--- src/adpcm_block_decoder_unit_defines.svh ---
// Assertion macros shared by the ADPCM block decoder RTL.
// Expects signals named clk and rst_n in the scope of each use.
// Define NO_ASSERTIONS to compile all checks away.
`ifndef ADPCM_BLOCK_DECODER_UNIT_DEFINES_SVH
`define ADPCM_BLOCK_DECODER_UNIT_DEFINES_SVH

`ifndef NO_ASSERTIONS

// The property must hold at every clock edge outside reset.
`define ADPCM_BD_ASSERT(name, prop, msg) \
  name: assert property (@(posedge clk) disable iff (!rst_n) prop) else $error(msg);

// The condition must never be true at a clock edge outside reset.
`define ADPCM_BD_ASSERT_NEVER(name, cond, msg) \
  name: assert property (@(posedge clk) disable iff (!rst_n) !(cond)) else $error(msg);

`else

`define ADPCM_BD_ASSERT(name, prop, msg)
`define ADPCM_BD_ASSERT_NEVER(name, cond, msg)

`endif

`endif

--- src/adpcm_bd_pkg.sv ---
// Package for the ADPCM block decoder: constants, types and the filter table.
// Used by the channel interfaces, the sample decoder and the top level.
`default_nettype none

package adpcm_bd_pkg;

  localparam int SAMPLE_W  = 16;
  localparam int FLAGS_W   = 3;

  localparam logic signed [18:0] SAMPLE_LIMIT_POS = 19'sd32767;
  localparam logic signed [18:0] SAMPLE_LIMIT_NEG = -19'sd32767;

  localparam logic [3:0] BASE_SHIFT   = 4'd12;
  localparam logic [3:0] MAX_SHIFT    = 4'd12;
  localparam logic [3:0] ALT_SHIFT    = 4'd9;
  localparam int         FRAC_BITS    = 6;
  localparam logic signed [24:0] FRAC_ROUND = 25'sd32;
  localparam logic signed [24:0] FRAC_BIAS  = 25'sd63;

  // Positions within a 16-byte block.
  localparam logic [3:0] POS_HEADER = 4'd0;
  localparam logic [3:0] POS_FLAGS  = 4'd1;
  localparam logic [3:0] POS_LAST   = 4'd15;

  // Predictor filter codes.
  localparam logic [3:0] FILT_NONE = 4'd0;
  localparam logic [3:0] FILT_ONE  = 4'd1;
  localparam logic [3:0] FILT_TWO  = 4'd2;
  localparam logic [3:0] FILT_THREE = 4'd3;
  localparam logic [3:0] FILT_FOUR = 4'd4;

  typedef struct packed {
    logic [6:0] c1;
    logic [5:0] c2;
  } coef_t;

  typedef struct packed {
    logic [3:0] shift;
    logic [3:0] filter;
  } decode_ctl_t;

  // Two-tap predictor weights in 1/64 units; unused codes predict nothing.
  function automatic coef_t filter_coef(input logic [3:0] filt);
    coef_t cf;
    unique case (filt)
      FILT_ONE:   cf = '{c1: 7'd60,  c2: 6'd0};
      FILT_TWO:   cf = '{c1: 7'd115, c2: 6'd52};
      FILT_THREE: cf = '{c1: 7'd98,  c2: 6'd55};
      FILT_FOUR:  cf = '{c1: 7'd122, c2: 6'd60};
      default:    cf = '{c1: 7'd0,   c2: 6'd0};
    endcase
    return cf;
  endfunction

endpackage

`default_nettype wire

--- src/adpcm_bd_if.sv ---
// Valid/ready channel interfaces for the ADPCM block decoder.
// Depends on adpcm_bd_pkg for the payload widths.
`default_nettype none

interface adpcm_bd_in_if;
  import adpcm_bd_pkg::*;
  logic       valid;
  logic       ready;
  logic [7:0] byte_value;
  logic       clear_history;

  modport source (output valid, output byte_value, output clear_history, input ready);
  modport sink   (input valid, input byte_value, input clear_history, output ready);
endinterface

interface adpcm_bd_out_if;
  import adpcm_bd_pkg::*;
  logic                       valid;
  logic                       ready;
  logic signed [SAMPLE_W-1:0] pcm_sample;
  logic                       pair_last;
  logic                       block_done;
  logic [FLAGS_W-1:0]         loop_flags;

  modport source (output valid, output pcm_sample, output pair_last, output block_done,
                  output loop_flags, input ready);
  modport sink   (input valid, input pcm_sample, input pair_last, input block_done,
                  input loop_flags, output ready);
endinterface

`default_nettype wire

--- src/adpcm_bd_decode.sv ---
// Combinational decode of one 4-bit residue into a clamped 16-bit sample.
// Depends on adpcm_bd_pkg for the filter table and constants.
`default_nettype none

module adpcm_bd_decode
  import adpcm_bd_pkg::*;
(
  input  logic [3:0]                 nibble,
  input  decode_ctl_t                ctl,
  input  logic signed [SAMPLE_W-1:0] newer,
  input  logic signed [SAMPLE_W-1:0] older,
  output logic signed [SAMPLE_W-1:0] sample
);

  logic [3:0]        shift_eff;
  logic [3:0]        scale_amt;
  logic signed [17:0] scaled;
  coef_t             cf;
  logic signed [24:0] c1_s;
  logic signed [24:0] c2_s;
  logic signed [24:0] newer_s;
  logic signed [24:0] older_s;
  logic signed [24:0] term;
  logic signed [24:0] biased;
  logic signed [24:0] quot;
  logic signed [18:0] sum;

  always_comb begin
    shift_eff = (ctl.shift > MAX_SHIFT) ? ALT_SHIFT : ctl.shift;
    scale_amt = BASE_SHIFT - shift_eff;
    scaled    = $signed({{14{nibble[3]}}, nibble}) <<< scale_amt;

    cf      = filter_coef(ctl.filter);
    c1_s    = $signed({18'd0, cf.c1});
    c2_s    = $signed({19'd0, cf.c2});
    newer_s = $signed({{9{newer[15]}}, newer});
    older_s = $signed({{9{older[15]}}, older});
    term    = c1_s * newer_s - c2_s * older_s + FRAC_ROUND;

    // Bias negative values so the shift truncates toward zero.
    biased = term[24] ? term + FRAC_BIAS : term;
    quot   = biased >>> FRAC_BITS;
    sum    = $signed({scaled[17], scaled}) + quot[18:0];

    if (sum > SAMPLE_LIMIT_POS) begin
      sample = SAMPLE_LIMIT_POS[15:0];
    end else if (sum < SAMPLE_LIMIT_NEG) begin
      sample = SAMPLE_LIMIT_NEG[15:0];
    end else begin
      sample = sum[15:0];
    end
  end

endmodule

`default_nettype wire

--- src/adpcm_block_decoder_unit.sv ---
// ADPCM block decoder top level: byte parsing, history and the output register.
// Depends on adpcm_bd_pkg, adpcm_bd_if, adpcm_bd_decode and the defines header.
//
// Usage: raw bytes of 16-byte ADPCM blocks enter on in_ch, one per transaction.
// Byte 0 of a block sets shift and filter, byte 1 sets the loop flags, and each
// of bytes 2 to 15 produces two samples on out_ch, low nibble first. Setting
// clear_history zeroes the predictor history and treats that byte as byte 0.
// Header and flag bytes are absorbed and produce no output.
// A data byte is held in an input register; its first sample is decoded from
// it and loaded into the output register, then its second, since the second
// sample depends on the first. The single decode unit produces one sample per
// cycle while the receiver does not stall. The next byte is accepted in the
// cycle the second sample is loaded. When the receiver stalls, the output
// register holds its sample and the decoder waits, and in_ch.ready falls once
// a data byte is pending.
// Synchronous reset clears the block position, shift, filter, loop flags and
// history, and empties the input and output registers.
`default_nettype none
`include "adpcm_block_decoder_unit_defines.svh"

module adpcm_block_decoder_unit
  import adpcm_bd_pkg::*;
(
  input  logic           clk,
  input  logic           rst_n,
  adpcm_bd_in_if.sink    in_ch,
  adpcm_bd_out_if.source out_ch
);

  // Block parsing state.
  logic [3:0]                 pos_r, pos_nxt;
  logic [3:0]                 shift_r, shift_nxt;
  logic [3:0]                 filter_r, filter_nxt;
  logic [FLAGS_W-1:0]         flags_r, flags_nxt;
  logic signed [SAMPLE_W-1:0] hist_newer_r, hist_newer_nxt;
  logic signed [SAMPLE_W-1:0] hist_older_r, hist_older_nxt;

  // Pending data byte.
  logic                       busy_r, busy_nxt;
  logic                       phase_r, phase_nxt;
  logic [7:0]                 data_r, data_nxt;
  logic                       done_r, done_nxt;

  // Output register.
  logic                       out_valid_r, out_valid_nxt;
  logic signed [SAMPLE_W-1:0] out_sample_r, out_sample_nxt;
  logic                       out_pair_last_r, out_pair_last_nxt;
  logic                       out_block_done_r, out_block_done_nxt;
  logic [FLAGS_W-1:0]         out_flags_r, out_flags_nxt;

  logic                       advance;
  logic                       in_ready;
  logic                       accept;
  logic [3:0]                 pos_eff;
  logic [3:0]                 nibble;
  decode_ctl_t                dec_ctl;
  logic signed [SAMPLE_W-1:0] dec_sample;

  assign advance  = busy_r && (!out_valid_r || out_ch.ready);
  assign in_ready = !busy_r || (phase_r && advance);
  assign accept   = in_ch.valid && in_ready;
  assign nibble   = phase_r ? data_r[7:4] : data_r[3:0];
  assign dec_ctl  = '{shift: shift_r, filter: filter_r};

  adpcm_bd_decode u_decode (
    .nibble (nibble),
    .ctl    (dec_ctl),
    .newer  (hist_newer_r),
    .older  (hist_older_r),
    .sample (dec_sample)
  );

  always_comb begin
    pos_nxt            = pos_r;
    shift_nxt          = shift_r;
    filter_nxt         = filter_r;
    flags_nxt          = flags_r;
    hist_newer_nxt     = hist_newer_r;
    hist_older_nxt     = hist_older_r;
    busy_nxt           = busy_r;
    phase_nxt          = phase_r;
    data_nxt           = data_r;
    done_nxt           = done_r;
    out_valid_nxt      = out_valid_r;
    out_sample_nxt     = out_sample_r;
    out_pair_last_nxt  = out_pair_last_r;
    out_block_done_nxt = out_block_done_r;
    out_flags_nxt      = out_flags_r;
    pos_eff            = in_ch.clear_history ? POS_HEADER : pos_r;

    if (advance) begin
      out_valid_nxt      = 1'b1;
      out_sample_nxt     = dec_sample;
      out_pair_last_nxt  = phase_r;
      out_block_done_nxt = phase_r && done_r;
      out_flags_nxt      = flags_r;
      hist_older_nxt     = hist_newer_r;
      hist_newer_nxt     = dec_sample;
      if (phase_r) begin
        busy_nxt  = 1'b0;
        phase_nxt = 1'b0;
      end else begin
        phase_nxt = 1'b1;
      end
    end else if (out_valid_r && out_ch.ready) begin
      out_valid_nxt = 1'b0;
    end

    // A new byte takes effect after the pending sample, so a clear wins here.
    if (accept) begin
      if (in_ch.clear_history) begin
        hist_newer_nxt = '0;
        hist_older_nxt = '0;
      end
      unique case (pos_eff)
        POS_HEADER: begin
          shift_nxt  = in_ch.byte_value[3:0];
          filter_nxt = in_ch.byte_value[7:4];
          pos_nxt    = POS_FLAGS;
        end
        POS_FLAGS: begin
          flags_nxt = in_ch.byte_value[FLAGS_W-1:0];
          pos_nxt   = POS_FLAGS + 4'd1;
        end
        default: begin
          data_nxt  = in_ch.byte_value;
          done_nxt  = (pos_eff == POS_LAST);
          busy_nxt  = 1'b1;
          phase_nxt = 1'b0;
          pos_nxt   = pos_eff + 4'd1;
        end
      endcase
    end
  end

  always_ff @(posedge clk) begin
    if (!rst_n) begin
      pos_r        <= POS_HEADER;
      shift_r      <= '0;
      filter_r     <= FILT_NONE;
      flags_r      <= '0;
      hist_newer_r <= '0;
      hist_older_r <= '0;
      busy_r       <= 1'b0;
      phase_r      <= 1'b0;
      out_valid_r  <= 1'b0;
    end else begin
      pos_r        <= pos_nxt;
      shift_r      <= shift_nxt;
      filter_r     <= filter_nxt;
      flags_r      <= flags_nxt;
      hist_newer_r <= hist_newer_nxt;
      hist_older_r <= hist_older_nxt;
      busy_r       <= busy_nxt;
      phase_r      <= phase_nxt;
      out_valid_r  <= out_valid_nxt;
    end
  end

  always_ff @(posedge clk) begin
    data_r           <= data_nxt;
    done_r           <= done_nxt;
    out_sample_r     <= out_sample_nxt;
    out_pair_last_r  <= out_pair_last_nxt;
    out_block_done_r <= out_block_done_nxt;
    out_flags_r      <= out_flags_nxt;
  end

  assign in_ch.ready       = in_ready;
  assign out_ch.valid      = out_valid_r;
  assign out_ch.pcm_sample = out_sample_r;
  assign out_ch.pair_last  = out_pair_last_r;
  assign out_ch.block_done = out_block_done_r;
  assign out_ch.loop_flags = out_flags_r;

  `ADPCM_BD_ASSERT_NEVER(a_no_accept_mid_pair, busy_r && !phase_r && in_ready, "byte accepted before first sample of pair")
  `ADPCM_BD_ASSERT(a_first_then_second, (busy_r && !phase_r && advance) |=> (busy_r && phase_r), "second sample of pair lost")
  `ADPCM_BD_ASSERT(a_done_on_second, (out_valid_r && out_block_done_r) |-> out_pair_last_r, "block end flagged on first sample of pair")
  `ADPCM_BD_ASSERT_NEVER(a_sample_range, out_valid_r && (out_sample_r == -16'sd32768), "sample outside clamp range")

endmodule

`default_nettype wire
--- src/flat_wrapper.sv ---
// flat-port wrapper written by rule: the top's interface ports become plain ports
module adpcm_block_decoder_unit_flat import adpcm_bd_pkg::*;
  (clk, rst_n, in_ch_valid, in_ch_byte_value, in_ch_clear_history, in_ch_ready, out_ch_valid, out_ch_pcm_sample, out_ch_pair_last, out_ch_block_done, out_ch_loop_flags, out_ch_ready);
  adpcm_bd_in_if in_ch_i ();
  adpcm_bd_out_if out_ch_i ();
  input  logic clk;
  input  logic rst_n;
  input wire logic [$bits(in_ch_i.valid)-1:0] in_ch_valid;
  input wire logic [$bits(in_ch_i.byte_value)-1:0] in_ch_byte_value;
  input wire logic [$bits(in_ch_i.clear_history)-1:0] in_ch_clear_history;
  output wire logic [$bits(in_ch_i.ready)-1:0] in_ch_ready;
  output wire logic [$bits(out_ch_i.valid)-1:0] out_ch_valid;
  output wire logic [$bits(out_ch_i.pcm_sample)-1:0] out_ch_pcm_sample;
  output wire logic [$bits(out_ch_i.pair_last)-1:0] out_ch_pair_last;
  output wire logic [$bits(out_ch_i.block_done)-1:0] out_ch_block_done;
  output wire logic [$bits(out_ch_i.loop_flags)-1:0] out_ch_loop_flags;
  input wire logic [$bits(out_ch_i.ready)-1:0] out_ch_ready;
  assign in_ch_i.valid = in_ch_valid;
  assign in_ch_i.byte_value = in_ch_byte_value;
  assign in_ch_i.clear_history = in_ch_clear_history;
  assign in_ch_ready = in_ch_i.ready;
  assign out_ch_valid = out_ch_i.valid;
  assign out_ch_pcm_sample = out_ch_i.pcm_sample;
  assign out_ch_pair_last = out_ch_i.pair_last;
  assign out_ch_block_done = out_ch_i.block_done;
  assign out_ch_loop_flags = out_ch_i.loop_flags;
  assign out_ch_i.ready = out_ch_ready;
  adpcm_block_decoder_unit u_core (.clk(clk), .rst_n(rst_n), .in_ch(in_ch_i), .out_ch(out_ch_i));
endmodule
--- config.mk ---
export PLATFORM = sky130hd
export DESIGN_NAME = adpcm_block_decoder_unit_flat
export DESIGN_NICKNAME = d
export VERILOG_FILES = /design/src/adpcm_bd_pkg.sv /design/src/adpcm_bd_if.sv /design/src/adpcm_bd_decode.sv /design/src/adpcm_block_decoder_unit.sv /design/src/flat_wrapper.sv
export VERILOG_INCLUDE_DIRS = /design/src /design/src/src
export SDC_FILE = /design/constraint.sdc
export NUM_CORES = 1
export LEC_CHECK = 0
export BUFFER_PORTS_ARGS = -buffer_cell sky130_fd_sc_hd__buf_4
export CORE_MARGIN = 2
export CORE_UTILIZATION = 30
export DETAILED_ROUTE_END_ITERATION = 8
export GPL_ROUTABILITY_DRIVEN = 0
export PLACE_DENSITY = 0.42
export SYNTH_ARGS = -nofsm -noshare
export SYNTH_HDL_FRONTEND = slang
export SYNTH_SLANG_ARGS = --single-unit
--- constraint.sdc ---
create_clock -name clk -period 14.5 [get_ports clk]
set_clock_uncertainty 0.05 [all_clocks]
set_input_delay 2.175 -clock clk [delete_from_list [all_inputs] [get_ports clk]]
set_output_delay 2.175 -clock clk [all_outputs]
set_load 0.01 [all_outputs]
==> results_dict.tcl <==
set metrics [dict create \
    synth_edf_count 30 \
    yosys.area.top_type "fa_1" \
    synthTopCellsByArea "fa_1 (30%), ha_1 (12%), inv_1 (8.6%), dfxtp_1 (7.8%), edfxtp_1 (7.0%)" \
    antenna_found_initial 0 \
    dp_hpwl_mm 29.9 \
    ys_async_sr_fraction_pct 0 \
    synth.most_common_cell "inv_1" \
    cp.arrival_ps 11690 \
    ys_top_cells_by_count "inv_1 (292), fa_1 (193), nand2_1 (151)" \
    fill_cells 4439 \
    viasPerCell 4.76 \
    cp-end-kind "flop" \
    max_cap_viol_count 0 \
    crit_path_top_delay_cell "a21oi_4" \
    rsz0062_at_grt "false" \
    cts_root_buf "clkbuf_16" \
    cts.sinks 80 \
    grt_max_degree 52 \
    maxSlewHeadroom_pct 23.2 \
    ys.warnings.count 0 \
    yosysSeqAreaShare_pct 14.9 \
    cp.required_ps 14550 \
    io_buffers 35 \
    r2r-start "u_core.filter_r[2]" \
    vias 9449 \
    core-area_um2 42000 \
    hold_class "flop to flop" \
    yosys_register_bits 80 \
    overflow 0 \
    hold_end "u_core.out_ch.loop_flags[1]" \
    ys.flop_type "dfxtp_1" \
    worstSkewPairLatency_ps 360 \
    reg2reg_depth 37 \
    final_max_slew_viol_count 0 \
    path_class "flop to flop" \
    die_height_um 211 \
    initial_core_util_pct 30.4 \
    drtPass1Iterations 6 \
    min_period_over_period_pct 80.3 \
    diodes 0 \
    avgSynthCellArea_um2 8.96 \
    remaining_drc_errors 0 \
    finalWirelength_mm 34.7 \
    period_minus_slack_ps 11640 \
    outcome "finished clean" \
    clk_pin_slew_ps 60 \
    r2r_setup_slack_ps 2860 \
    timing.final.hold_violations 0 \
    cts_made_buffers 9 \
    synth_nets 1753 \
    die-width_um 211 \
    area_growth_syn_to_layout_pct 8.75 \
    min_path_cells 0 \
    syn_inst 1429 \
    hold_start "u_core.flags_r[1]" \
    worst_r2r_endpoint "u_core.out_ch.pcm_sample[0]" \
    clock_path_buffers 2 \
    final_nets 1765 \
    yosysTopAreaCellShare_pct 30.2 \
    cts-htree-levels 3 \
    cp-start-kind "flop" \
    rows 75 \
    tritoncts "yes" \
    die-area_um2 44300 \
    layout-drive-gt1-share_pct 7.68 \
    detail-route-antenna-nets 0 \
    synth_cell_types 78 \
    grt_pass1_vias 9849 \
    cts_setup_buffers 0 \
    io_pins 36 \
    max_freq_mhz 85.9 \
    drtIter0Drc 597 \
    cts_hold_buf 0 \
    grt.total_usage_pct 16.5 \
    critical_path.max_fanout 32 \
    worst_pin_slew_ps 1150 \
    wl_per_cell_um 17.5 \
    synthesis.area_um2 12800 \
    cts-resized-gates 0 \
    setup_viol 0 \
    crit_path_frequent_cell "fa_1" \
    tns_ps 0 \
    critPathMaxStageDelay_ps 770 \
    grt_first_pass_wirelength_mm 56.8 \
]
[how the worst max path moves through the flow]
stage | start | end | slack, ps | cells past startpoint
after floorplan | u_core.filter_r[3] | u_core.out_ch.pcm_sample[10] | 4430 | 40
after global placement | u_core.filter_r[2] | u_core.out_ch.pcm_sample[0] | 3050 | 38
after detailed placement | u_core.filter_r[2] | u_core.out_ch.pcm_sample[0] | 2960 | 38
after CTS | u_core.filter_r[2] | u_core.out_ch.pcm_sample[0] | 2890 | 38
after global routing | u_core.filter_r[2] | u_core.out_ch.pcm_sample[0] | 1990 | 38
final | u_core.filter_r[2] | u_core.out_ch.pcm_sample[0] | 2860 | 37
[cells in the final DEF (no fill, tap or decap), types with 11 or more instances in the layout]
cell type  count
a21o_1        15
a21oi_1       80
xor2_1        23
or2_2         21
nand3_1       16
nor2b_1       17
ha_1         118
nand4_1       11
nand2_1      151
inv_1        291
o21ai_0       34
nor2_1        53
xnor2_1       31
dfxtp_1       50
nand2b_1      12
fa_1         193
mux2i_1       19
nor3_1        12
and2_1        73
buf_4         41
edfxtp_1      30
[critical path, delay by kind of cell, from the launching register on]
kind	cells	cell delay (ps)
xor gates and xnor gates	2	680
buffers and inverters	4	240
and+or+nand+nor	9	1850
DFF	1	490
AOI/OAI and AO/OA	14	4270
adders and majority gates	8	3820
[sequential cells by signal, indices dropped and copies added (netlist names)]
register                  flops
u_core.hist_newer_r          16
u_core.hist_older_r          16
u_core.out_ch.pcm_sample     16
u_core.data_r                 8
u_core.filter_r               4
u_core.pos_r                  4
u_core.shift_r                4
u_core.flags_r                3
u_core.out_ch.loop_flags      3
u_core.busy_r                 1
u_core.done_r                 1
u_core.out_ch.block_done      1
u_core.out_ch.pair_last       1
u_core.out_ch.valid           1
u_core.phase_r                1
[logic make-up (layout without fill, tap and decap cells)]
group	count (synthesis)	in the layout	share of synthesized area (%)
flops	80	80	14.9
mux	22	22	1.93
buf+inv	332	349	10.1
compound gates	229	229	11.8
simple gates	401	401	15.9
xor+xnor	54	54	3.70
fa+ha+maj	311	311	41.7
[area by class of cell]
type	count	area, um2	share of cell area [%]
clock buffers	12	256	1.84
flip-flops and latches	80	1900	13.7
repair buffers	41	308	2.21
well taps	539	674	4.85
clock inverters	4	33.8	0.243
multi-input cells	1017	9650	69.3
inverters	292	1100	7.88
[per-stage QoR]
stage / std cells / hold slack (ps) / setup slack [ps] / util [%] / area [um2]
6_report: 1985 / 385 / 2860 / 33.1 / 13900
5_1_grt: 1985 / 390 / 1990 / 33.1 / 13900
4_1_cts: 1985 / 387 / 2890 / 33.1 / 13900
3_5_place_dp: 1969 / 371 / 2960 / 32.4 / 13600
3_3_place_gp: 1969 / 365 / 3050 / 32.4 / 13600
2_1_floorplan: 1429 / 358 / 4430 / - / 12800
[layer usage]
metal	GRT usage [%]	wire [um]	vias up
li1	-	-	4625
met1	24.8	17800	4702
met2	26.2	15900	97
met3	1.34	572	25
met4	3.18	444	0
met5	0	0	-
Power is not shown: default switching activity piles up to over one toggle a cycle in this logic, so the estimate is an artifact.
